[src/kffs_pkg.sv]
`timescale 1ns / 1ps

package kffs_pkg;

	localparam int MS_W      = 16;
	localparam int CFG_IDX_W = 2;
	localparam int CFG_DATA_W = 16;

	localparam logic [MS_W-1:0] MS_MAX = {MS_W{1'b1}};

	// item kinds
	localparam logic [2:0] KIND_TICK = 3'd0;
	localparam logic [2:0] KIND_BYTE = 3'd1;
	localparam logic [2:0] KIND_K1   = 3'd2;
	localparam logic [2:0] KIND_K2   = 3'd3;
	localparam logic [2:0] KIND_K3   = 3'd4;

	// register indexes
	localparam logic [CFG_IDX_W-1:0] REG_LOCKOUT    = 2'd0;
	localparam logic [CFG_IDX_W-1:0] REG_LONG_PRESS = 2'd1;
	localparam logic [CFG_IDX_W-1:0] REG_DEBOUNCE   = 2'd2;

	localparam logic [MS_W-1:0] LOCKOUT_RST    = 16'd1500;
	localparam logic [MS_W-1:0] LONG_PRESS_RST = 16'd3000;
	localparam logic [MS_W-1:0] DEBOUNCE_RST   = 16'd50;

	// middle-button frame header
	localparam logic [7:0] HDR0 = 8'h57;
	localparam logic [7:0] HDR1 = 8'hAB;
	localparam logic [7:0] HDR2 = 8'h02;
	localparam int MID_BIT = 2;

	typedef struct packed {
		logic [2:0] kind;
		logic [7:0] data_byte;
		logic       key_level;
	} in_item_t;

	typedef struct packed {
		logic       fwd_valid;
		logic [7:0] fwd_byte;
		logic       host_select;
		logic       middle_enabled;
		logic       led_enabled;
		logic       led_restart;
		logic       reset_request;
		logic       last_result;
	} out_item_t;

	typedef struct packed {
		logic host_select;
		logic middle_enabled;
		logic led_enabled;
		logic led_restart;
		logic reset_request;
	} status_t;

	typedef struct packed {
		logic    emit_frame;
		status_t status;
	} core_res_t;

endpackage

[src/kffs_core.sv]
`timescale 1ns / 1ps

module kffs_core #(
	parameter int FRAME_BYTES = 7
) (
	input  logic                                clk,
	input  logic                                arst_n,
	input  logic                                cfg_wr_en,
	input  logic [kffs_pkg::CFG_IDX_W-1:0]      cfg_index,
	input  logic [kffs_pkg::CFG_DATA_W-1:0]     cfg_wdata,
	input  logic                                commit,
	input  kffs_pkg::in_item_t                  item,
	output kffs_pkg::core_res_t                 res,
	output logic [FRAME_BYTES-1:0][7:0]         frame
);
	import kffs_pkg::*;

	localparam int FILL_W = $clog2(FRAME_BYTES);

	logic [MS_W-1:0]   lockout_q, long_press_q, debounce_q;
	logic [7:0]        store_q [FRAME_BYTES-1];
	logic [FILL_W-1:0] fill_q, fill_n;
	logic              host_q, host_n;
	logic              middle_q, middle_n;
	logic              led_q, led_n;
	logic [MS_W-1:0]   since_q, since_n;
	logic              held_q, held_n;
	logic [MS_W-1:0]   hold_q, hold_n;
	logic              rflag_q, rflag_n;
	logic              restart, emit, last_byte, toggle_ok, mid_frame;

	always_ff @(posedge clk or negedge arst_n) begin
		if (!arst_n) begin
			lockout_q    <= LOCKOUT_RST;
			long_press_q <= LONG_PRESS_RST;
			debounce_q   <= DEBOUNCE_RST;
		end else if (cfg_wr_en) begin
			case (cfg_index)
				REG_LOCKOUT:    lockout_q    <= cfg_wdata;
				REG_LONG_PRESS: long_press_q <= cfg_wdata;
				REG_DEBOUNCE:   debounce_q   <= cfg_wdata;
				default: ;
			endcase
		end
	end

	// last byte of a frame comes straight from the item
	for (genvar i = 0; i < FRAME_BYTES; i++) begin : g_frame
		if (i == FRAME_BYTES - 1) begin : g_last
			assign frame[i] = item.data_byte;
		end else begin : g_st
			assign frame[i] = store_q[i];
			always_ff @(posedge clk) begin
				if (commit && item.kind == KIND_BYTE && fill_q == FILL_W'(i))
					store_q[i] <= item.data_byte;
			end
		end
	end

	assign toggle_ok = since_q > lockout_q;
	assign last_byte = fill_q == FILL_W'(FRAME_BYTES - 1);
	assign mid_frame = middle_q && frame[0] == HDR0 && frame[1] == HDR1 &&
		frame[2] == HDR2 && frame[3][MID_BIT];

	always_comb begin
		fill_n   = fill_q;
		host_n   = host_q;
		middle_n = middle_q;
		led_n    = led_q;
		since_n  = since_q;
		held_n   = held_q;
		hold_n   = hold_q;
		rflag_n  = rflag_q;
		restart  = 1'b0;
		emit     = 1'b0;
		case (item.kind)
			KIND_TICK: begin
				if (since_q != MS_MAX)
					since_n = since_q + MS_W'(1);
				if (held_q) begin
					if (hold_q != MS_MAX)
						hold_n = hold_q + MS_W'(1);
					if (hold_n >= long_press_q)
						rflag_n = 1'b1;
				end
			end
			KIND_BYTE: begin
				if (last_byte) begin
					fill_n = '0;
					if (!mid_frame) begin
						emit = 1'b1;
					end else if (toggle_ok) begin
						// middle-button frame is dropped even when locked out
						since_n = '0;
						host_n  = !host_q;
						restart = 1'b1;
					end
				end else begin
					fill_n = fill_q + FILL_W'(1);
				end
			end
			KIND_K1: begin
				if (toggle_ok) begin
					since_n = '0;
					host_n  = !host_q;
					restart = 1'b1;
				end
			end
			KIND_K2: begin
				if (toggle_ok) begin
					since_n  = '0;
					middle_n = !middle_q;
				end
			end
			KIND_K3: begin
				if (!item.key_level) begin
					held_n = 1'b1;
					hold_n = '0;
				end else begin
					if (held_q && hold_q < long_press_q && hold_q > debounce_q && toggle_ok)
					begin
						since_n = '0;
						led_n   = !led_q;
						restart = !led_q;
					end
					held_n = 1'b0;
					hold_n = '0;
				end
			end
			default: ;
		endcase
	end

	always_ff @(posedge clk or negedge arst_n) begin
		if (!arst_n) begin
			fill_q   <= '0;
			host_q   <= 1'b0;
			middle_q <= 1'b1;
			led_q    <= 1'b1;
			since_q  <= '0;
			held_q   <= 1'b0;
			hold_q   <= '0;
			rflag_q  <= 1'b0;
		end else if (commit) begin
			fill_q   <= fill_n;
			host_q   <= host_n;
			middle_q <= middle_n;
			led_q    <= led_n;
			since_q  <= since_n;
			held_q   <= held_n;
			hold_q   <= hold_n;
			rflag_q  <= rflag_n;
		end
	end

	assign res.emit_frame            = emit;
	assign res.status.host_select    = host_n;
	assign res.status.middle_enabled = middle_n;
	assign res.status.led_enabled    = led_n;
	assign res.status.led_restart    = restart;
	assign res.status.reset_request  = rflag_n;

endmodule

[src/kffs_burst.sv]
`timescale 1ns / 1ps

module kffs_burst #(
	parameter int FRAME_BYTES = 7
) (
	input  logic                        clk,
	input  logic                        arst_n,
	input  logic                        load,
	input  kffs_pkg::core_res_t         res,
	input  logic [FRAME_BYTES-1:0][7:0] frame,
	output logic                        free,
	output logic                        out_valid,
	input  logic                        out_ready,
	output kffs_pkg::out_item_t         out_data
);
	import kffs_pkg::*;

	localparam int CNT_W = $clog2(FRAME_BYTES + 1);

	logic [CNT_W-1:0]            cnt_q;
	logic [FRAME_BYTES-1:0][7:0] buf_q;
	status_t                     stat_q;
	logic                        fwdv_q;
	logic                        beat;

	assign out_valid = cnt_q != '0;
	assign beat      = out_valid && out_ready;
	assign free      = cnt_q == '0 || (cnt_q == CNT_W'(1) && out_ready);

	always_ff @(posedge clk or negedge arst_n) begin
		if (!arst_n) begin
			cnt_q <= '0;
		end else if (load) begin
			cnt_q <= res.emit_frame ? CNT_W'(FRAME_BYTES) : CNT_W'(1);
		end else if (beat) begin
			cnt_q <= cnt_q - CNT_W'(1);
		end
	end

	always_ff @(posedge clk) begin
		if (load) begin
			buf_q  <= res.emit_frame ? frame : '0;
			fwdv_q <= res.emit_frame;
			stat_q <= res.status;
		end else if (beat) begin
			// shift the next frame byte to the head
			buf_q <= {8'd0, buf_q[FRAME_BYTES-1:1]};
		end
	end

	assign out_data.fwd_valid      = fwdv_q;
	assign out_data.fwd_byte       = buf_q[0];
	assign out_data.host_select    = stat_q.host_select;
	assign out_data.middle_enabled = stat_q.middle_enabled;
	assign out_data.led_enabled    = stat_q.led_enabled;
	assign out_data.led_restart    = stat_q.led_restart;
	assign out_data.reset_request  = stat_q.reset_request;
	assign out_data.last_result    = cnt_q == CNT_W'(1);

	a_cnt_range: assert property (@(posedge clk) disable iff (!arst_n)
		cnt_q <= CNT_W'(FRAME_BYTES))
		else $error("burst count beyond frame length");

	a_status_single: assert property (@(posedge clk) disable iff (!arst_n)
		out_valid && !out_data.fwd_valid |-> out_data.last_result && out_data.fwd_byte == 8'd0)
		else $error("status beat not a single zero beat");

	a_burst_goes_on: assert property (@(posedge clk) disable iff (!arst_n)
		beat && !out_data.last_result |=> out_valid && out_data.fwd_valid)
		else $error("frame burst broken off");

	a_load_when_free: assert property (@(posedge clk) disable iff (!arst_n)
		load && out_valid |-> out_data.last_result && out_ready)
		else $error("result loaded over a pending beat");

endmodule

[src/kvm_frame_filter_switch.sv]
`timescale 1ns / 1ps
// items are registered in item_s1, then loaded into the output buffer behind out_valid
// throughput: one item per cycle with out_ready high; a frame burst is FRAME_BYTES beats
// the output buffer sets the pace: a new item is processed once its last beat drains
// reset: arst_n clears control and switch state to defaults (registers 1500/3000/50 ms)
// frame byte store has no reset and needs no clearing pass
module kvm_frame_filter_switch #(
	parameter int FRAME_BYTES = 7
) (
	input  logic                            clk,
	input  logic                            arst_n,
	input  logic                            cfg_wr_en,
	input  logic [kffs_pkg::CFG_IDX_W-1:0]  cfg_index,
	input  logic [kffs_pkg::CFG_DATA_W-1:0] cfg_wdata,
	input  logic                            in_valid,
	output logic                            in_ready,
	input  kffs_pkg::in_item_t              in_data,
	output logic                            out_valid,
	input  logic                            out_ready,
	output kffs_pkg::out_item_t             out_data
);
	import kffs_pkg::*;

	in_item_t                    item_s1;
	logic                        v_s1;
	logic                        free, load;
	core_res_t                   res;
	logic [FRAME_BYTES-1:0][7:0] frame;

	assign load     = v_s1 && free;
	assign in_ready = !v_s1 || free;

	always_ff @(posedge clk or negedge arst_n) begin
		if (!arst_n) begin
			v_s1 <= 1'b0;
		end else if (in_valid && in_ready) begin
			v_s1 <= 1'b1;
		end else if (load) begin
			v_s1 <= 1'b0;
		end
	end

	always_ff @(posedge clk) begin
		if (in_valid && in_ready)
			item_s1 <= in_data;
	end

	kffs_core #(.FRAME_BYTES(FRAME_BYTES)) u_core (
		.clk       (clk),
		.arst_n    (arst_n),
		.cfg_wr_en (cfg_wr_en),
		.cfg_index (cfg_index),
		.cfg_wdata (cfg_wdata),
		.commit    (load),
		.item      (item_s1),
		.res       (res),
		.frame     (frame)
	);

	kffs_burst #(.FRAME_BYTES(FRAME_BYTES)) u_burst (
		.clk       (clk),
		.arst_n    (arst_n),
		.load      (load),
		.res       (res),
		.frame     (frame),
		.free      (free),
		.out_valid (out_valid),
		.out_ready (out_ready),
		.out_data  (out_data)
	);

endmodule
[config.mk]
export PLATFORM = sky130hd
export DESIGN_NAME = kvm_frame_filter_switch
export DESIGN_NICKNAME = d
export VERILOG_FILES = /design/src/kffs_pkg.sv /design/src/kffs_core.sv /design/src/kffs_burst.sv /design/src/kvm_frame_filter_switch.sv
export SDC_FILE = /design/constraint.sdc
export NUM_CORES = 1
export LEC_CHECK = 0
export BUFFER_PORTS_ARGS = -buffer_cell sky130_fd_sc_hd__buf_2
export CAP_MARGIN = 10
export CORE_MARGIN = 2
export CORE_UTILIZATION = 62
export DETAILED_ROUTE_END_ITERATION = 16
export PLACE_DENSITY = 0.89
export RECOVER_POWER = 50
export SLEW_MARGIN = 20
export SYNTH_ARGS = -nofsm -noshare
export SYNTH_HDL_FRONTEND = slang
export SYNTH_SLANG_ARGS = --single-unit
[constraint.sdc]
create_clock -name clk -period 3.7 [get_ports clk]
set_input_delay 0.185 -clock clk [delete_from_list [all_inputs] [get_ports clk]]
set_output_delay 0.185 -clock clk [all_outputs]
set_load 0.1 [all_outputs]
### Yosys cells after proc, flatten, opt, wreduce, memory -nomap -nowiden

Memories as Yosys holds them, arrays and structs flattened.
Index checks and enable logic that the tools add are counted.
Widths: inputs -> output; s select.

* $add $sub $neg: 4
* $lt $le $gt $ge: 4
* eq/ne operators: 24
* muxes and demuxes: 70
* reductions and logical operators: 46

Operators with widths (number)
* $mux 56: 3
* $mux 16: 10
* $pmux 16 s4: 1
* $mux 8: 5
* $reduce_or 8->1: 5
* $mux 1: 39
* $add 16x1->16 const B: 2
* $gt 16x16->1: 2
* $ne 16x16->1 const B: 2
* $pmux 16 s2: 1
* $mux 3: 9
* $logic_and 1x1->1: 18
* $ge 16x16->1: 1
* $lt 16x16->1: 1
* $eq 3x2->1 const B: 4
* $eq 3x3->1 const B: 4
* $ne 2x1->1 const B: 5
* $reduce_and 2->1: 5
* $eq 3x1->1 const B: 3
* $logic_not 3->1: 3
* $eq 8x2->1 const B: 1
* $eq 8x7->1 const B: 1
* $eq 8x8->1 const B: 1
* $reduce_and 7->1: 1
* 15 further kinds: 21

* register bits after elaboration: 166
* memory bits (writable): 48
* input bits: 35
* output and inout bits: 17
* logic and storage cells: 178
* memories kept: 1

Memory list
* u_core.store_q: words 6, width 8, read ports 6, clocked after memory_dff 0, wr ports 1, line kffs_core.sv:21 `logic [7:0] store_q [FRAME_BYTES-1];`

### Logic depth before layout (Yosys ltp)

* depth after elaboration: 14
* depth in mapped cells: 14
* gate-level depth less buffers: 13

### By module

Synthesis repeated with hierarchy kept, for this count alone.

* cells, all modules: 966
* area, all modules: 10767.8 sq um

By module, submodules not included
* kffs_core: instances 1, cells each 687, area an instance 7390.8 sq um, sequential area each 3667.3 sq um
* kffs_burst: instances 1, cells each 262, area an instance 2956.6 sq um, sequential area each 1936.9 sq um
* kvm_frame_filter_switch: instances 1, cells each 17, area an instance 420.4 sq um, sequential area each 385.4 sq um

### Least setup slack after synthesis

Ideal clock, no wire load.

* kind: reg-to-reg
* from: reg u_burst.cnt_q[1]
* to: reg item_s1[0] (netlist bit), enable pin
* library setup time: 0.355 ns
* arrival time: 3.365 ns
* data required time: 3.345 ns
* path slack: -0.020 ns
* cell stages (with the launch flop): 7
* path buffers: 0
* period minus slack after synthesis: 3.720 ns
* path through: dfrtp_1 inv_1 ha_1 nor2b_1 nand2_1 nand3_1 and2_1

RTL lines
* from (decl): line kffs_burst.sv:20 `logic [CNT_W-1:0] cnt_q;`
* from (signal assigned): line kffs_burst.sv:34 `cnt_q <= res.emit_frame ? CNT_W'(FRAME_BYTES) : CNT_W'(1);`
* from (signal assigned): line kffs_burst.sv:36 `cnt_q <= cnt_q - CNT_W'(1);`
* to (signal assigned): line kvm_frame_filter_switch.sv:45 `item_s1 <= in_data;`
* to (decl): line kvm_frame_filter_switch.sv:24 `in_item_t item_s1;`

### Worst setup path in the final report

* from: reg u_core.hold_q[1]
* to: reg u_burst.stat_q (netlist bit u_burst.out_data[1]) (data pin)

* longest elaborated chain between the ends: 8
* elaborated cells between the ends (all ways): 9
* classes of those cells: 1 x add/sub; 1 x order compare; 1 x eq/ne; 6 x mux

RTL lines
* from (decl): line kffs_core.sv:28 `logic [MS_W-1:0] hold_q, hold_n;`
* from (signal assigned): line kffs_core.sv:151 `hold_q <= hold_n;`
* $add 16x1->16 / $ne 16x16->1 (equally long branches): line kffs_core.sv:82, kffs_core.sv:81
* $mux 16 *: line kffs_core.sv:81 `if (hold_q != MS_MAX)`
* $mux 16 *: line kffs_core.sv:80 `if (held_q) begin`
* $mux 16 *: line kffs_core.sv:76 `case (item.kind)`
* $ge 16x16->1 *: line kffs_core.sv:83 `if (hold_n >= long_press_q)`
* $mux 1 *: line kffs_core.sv:83
* $mux 1 *: line kffs_core.sv:80
* $mux 1 *: line kffs_core.sv:76
* via u_core.rflag_n: line kffs_core.sv:29 `logic rflag_q, rflag_n;`
* to (signal assigned): line kffs_burst.sv:44 `stat_q <= res.status;`
* to (decl): line kffs_burst.sv:22 `status_t stat_q;`

The timed path passes the listed nets; every way through them passes the cells marked *. The select of a mux whose other input is x is not followed.
A chain may end at the register's enable or synchronous reset.

==> impl_results.md <==
- Root Buffer Master: clkbuf_16
- Layout cells sized above 1: 0.131
- CP Capture Type: flip-flop
- Net Count, Synth: 1,063
- Sw frac: 0.375
- Cell area after synthesis: 0.0106 mm^2
- Detailed-route DRC error count: 0
- FF+latch count, synth: 214
- DRT iter0 DRCs: 655
- Critical Path Source: u_core.hold_q[1]$_DFFE_PN0P_
- Final net count: 1,137
- Fin. Hold Viols: 0
- Finished Core Util: 0.720
- Wirelength per Cell: 19.9 um
- Post-layout min period: 3340 ps
- Largest area contributor in the netlist: edfxtp_1
- Placed wire-length estimate: 16,100 um
- Share of the synthesized area in the top cell type: 0.345
- Post-Place Setup Slack: 431 ps
- YS warnings: 0
- Initial core utilization: 0.637
- CTS tree: done
- CP Cell Sequence: ha_1 -> nand2_1 -> nor4_1 -> a31oi_1 -> nand2_1 -> xnor2_1 -> ha_1 -> or3_1 -> a31oi_1 -> o21ai_0 -> a21oi_1 -> o21bai_1
- CTS buffer count: 22
- Failing checks: capacitance limit, slew limit
- Sequential power share: 0.441
- Gr usage total: 0.281
- Final setup TNS: 0 ps
- Cells after Synth: 958
- Largest net degree at the start of global routing: 79
- Post-synth EDFFs: 122
- Clk_skew: 39.8 ps
- Slowest cell on crit path: nor4_1
- Max Slew Vio Count: 79
- CP max FO: 8
- Layout Cells excl Fill: 1,268
- Worst path arrival time: 3600 ps
- Multi-input gate area: 0.00420 mm^2
- Core Rows: 47
- Final worst slack: 360 ps
- Max rail drop VDD: 0.487 mV
- CP Class: reg2reg
- Synth-to-layout area growth: 13.1%
- Num ports: 52
- Antenna violations before repair: 0
- Reg area: 0.00599 mm^2
- Critical Path RT: 3960 ps
- Register area share after synthesis: 0.563
- Die area: 0.0182 mm^2
- RSZ-0062 raised after global routing: no
- Main synth FF type: edfxtp_1
- Outcome: complete, but fails checks
- ANT nets after route: 0
- Cell area power density: 676 mW/mm^2
- Clock share of power: 0.267
- Max-Cap Viols: 1
- Comb pwr share: 0.293
- Setup violators final: 0
- Period utilization: 0.903
- Die W: 135 um
- CTS max path bufs: 3
- HP Start: in_data[2]
- FFs w/ async S/R, synth: 0.430
- Final Wtd Congestion: 0.893
- First-pass GRT wire length: 40,200 um
- Vias: 7,835
- ANT cells: 0
- Ranking of synthesized cells by area: edfxtp_1 (34%), dfrtp_1 (17%), ha_1 (8.2%)
- Pre-Repair DR Iteration Count: 5
- Switching pwr: 3.05 mW
- Largest stage delay, worst path: 570 ps
- Placed instance count: 1,197
- Worst-Skew Late Latency: 540 ps
- Worst-Margin Slew: 1930 ps
- Nature of the critical path startpoint: flip-flop
- Tot Pwr: 8.13 mW
- Clock Pin Slew Worst Setup and Hold Paths: 70 ps
- Internal power: 5.08 mW
- HP Class: in2reg
- Postcts setup bufs: 0
- Vias in the first global route: 7,942
- Hold Buf Count CTS: 31
- Routed WL: 25,200 um
- Fill cells: 1,090
- Core area: 0.0167 mm^2
- Clk sinks: 214
- Slew headroom: -0.288
- # port buffers: 51
- Reg-to-Reg Start: u_core.hold_q[1]$_DFFE_PN0P_
- Distinct cells, synth: 64
- Total gr overflow: 0
- F_max: 299 MHz
- Avg Inst Size Synth: 11.1 um^2
- CTS resizes: 0
- Die Ht: 135 um
- Leakage: 5.09 nW
- Vias per cell: 6.18
- H-tree levels: 1
## cells by family after synthesis
family,after synthesis,share of synthesized area
AOI/OAI and AO/OA,206,0.119
and+or+nand+nor,310,0.143
buffers and inverters,106,0.0418
xor gates and xnor gates,17,0.0140
muxes,35,0.0368
DFF,214,0.563
adders and majority gates,70,0.0824
## worst max-delay path, delay by kind of cell, from the launching register on
family                     cells  cell delay [ps]
and+or+nand+nor                4             1250
AOI/OAI and AO/OA              5              950
DFF                            1              430
xor gates and xnor gates       1               80
adders and majority gates      2              380
## power groups by stage
stage	clock network, mW	logic [mW]	registers, mW
2_1_floorplan	0	1.75	3.61
3_3_place_gp	0	2.20	3.56
3_5_place_dp	0	2.33	3.61
4_1_cts	2.17	2.38	3.57
5_1_grt	2.28	2.58	3.63
6_report	2.17	2.38	3.58
## cells in the final DEF, fill, tap and decap left out, types with 12 or more instances in the layout
cell,instances
a21oi_1,37
and3_1,22
buf_2,29
buf_4,12
clkbuf_1,29
clkbuf_16,22
dfrtp_1,73
dfstp_2,19
dlygate4sd3_1,31
edfxtp_1,122
ha_1,70
inv_1,58
mux2_2,30
nand2_1,153
nand3_1,22
nand4_1,16
nor2_1,28
o21ai_0,94
o31ai_1,23
xnor2_1,12
## through the flow
| step | cell area (um^2) | hold WS [ps] |
|---|---|---|
| after floorplan | 10600 | -111 |
| after global placement | 11100 | 362 |
| after detailed placement | 11100 | 363 |
| after CTS | 12100 | 182 |
| after global routing | 12000 | 375 |
| final | 12000 | 366 |
## sequential cells by signal, indices dropped and copies added, names as in the netlist
register             count
item_s1                 12
u_burst.buf_q           48
u_burst.cnt_q            3
u_burst.fwdv_q           1
u_burst.out_data        13
u_core.debounce_q       16
u_core.fill_q            3
u_core.held_q            1
u_core.hold_q           16
u_core.host_q            1
u_core.led_q             1
u_core.lockout_q        16
u_core.long_press_q     16
u_core.middle_q          1
u_core.rflag_q           1
u_core.since_q          16
u_core.store_q          48
v_s1                     1
## path summary, 6_finish.rpt
| check | endpoint | slack [ps] | cells past startpoint |
|---|---|---|---|
| worst min-delay path | item_s1[2]$_DFFE_PP_ | 370 | 2 |
| max in group asynchronous | u_core.long_press_q[15]$_DFFE_PN0P_ | 1400 | 3 |
| worst min register to register | u_core.rflag_q$_DFFE_PN0P_ | 490 | 1 |
| worst max register to register | u_burst.out_data[1]$_DFFE_PP_ | 360 | 12 |
| worst max-delay path | u_burst.out_data[1]$_DFFE_PP_ | 360 | 12 |
| min in group asynchronous | u_core.hold_q[11]$_DFFE_PN0P_ | 750 | 2 |
## layout make-up
cell class,count,share of cell area
clock buffer,33,0.0511
clock inverter,7,0.00739
inverter,60,0.0187
multi-input combinational,638,0.349
sequential,214,0.498
tap,220,0.0229
timing repair buffer,96,0.0530
## cells in the mapped netlist, types with 3 or more instances
| library cell | count |
|---|---|
| inv_1 | 60 |
| a211o_1 | 3 |
| xor2_1 | 5 |
| edfxtp_1 | 122 |
| xnor2_1 | 12 |
| and3_1 | 22 |
| dfstp_2 | 19 |
| nor3_1 | 6 |
| clkbuf_1 | 31 |
| nor2_1 | 28 |
| a21o_1 | 8 |
| or3_1 | 4 |
| o21a_1 | 4 |
| ha_1 | 70 |
| nor4_1 | 6 |
| o31ai_1 | 23 |
| mux2_2 | 33 |
| nand3b_1 | 4 |
| nand2b_1 | 10 |
| o211ai_1 | 3 |
| nand3_1 | 22 |
| nand4_1 | 16 |
| buf_4 | 9 |
| and2_1 | 9 |
| nor2b_1 | 5 |
| dfrtp_1 | 73 |
| a21oi_1 | 37 |
| o21ai_0 | 94 |
| buf_2 | 4 |
| nand2_1 | 153 |
| a31oi_1 | 8 |
| or4_1 | 10 |
| a22o_1 | 6 |
## routing by layer
| metal | GRT usage | vias to the layer above | part of all wire |
|---|---|---|---|
| li1 | - | 3601 | - |
| met1 | 0.336 | 3829 | 0.39 |
| met2 | 0.504 | 328 | 0.52 |
| met3 | 0.0364 | 77 | 0.052 |
| met4 | 0.134 | 0 | 0.043 |
| met5 | 0 | - | 0 |
Note: power is estimated with default switching activity, not from simulation.
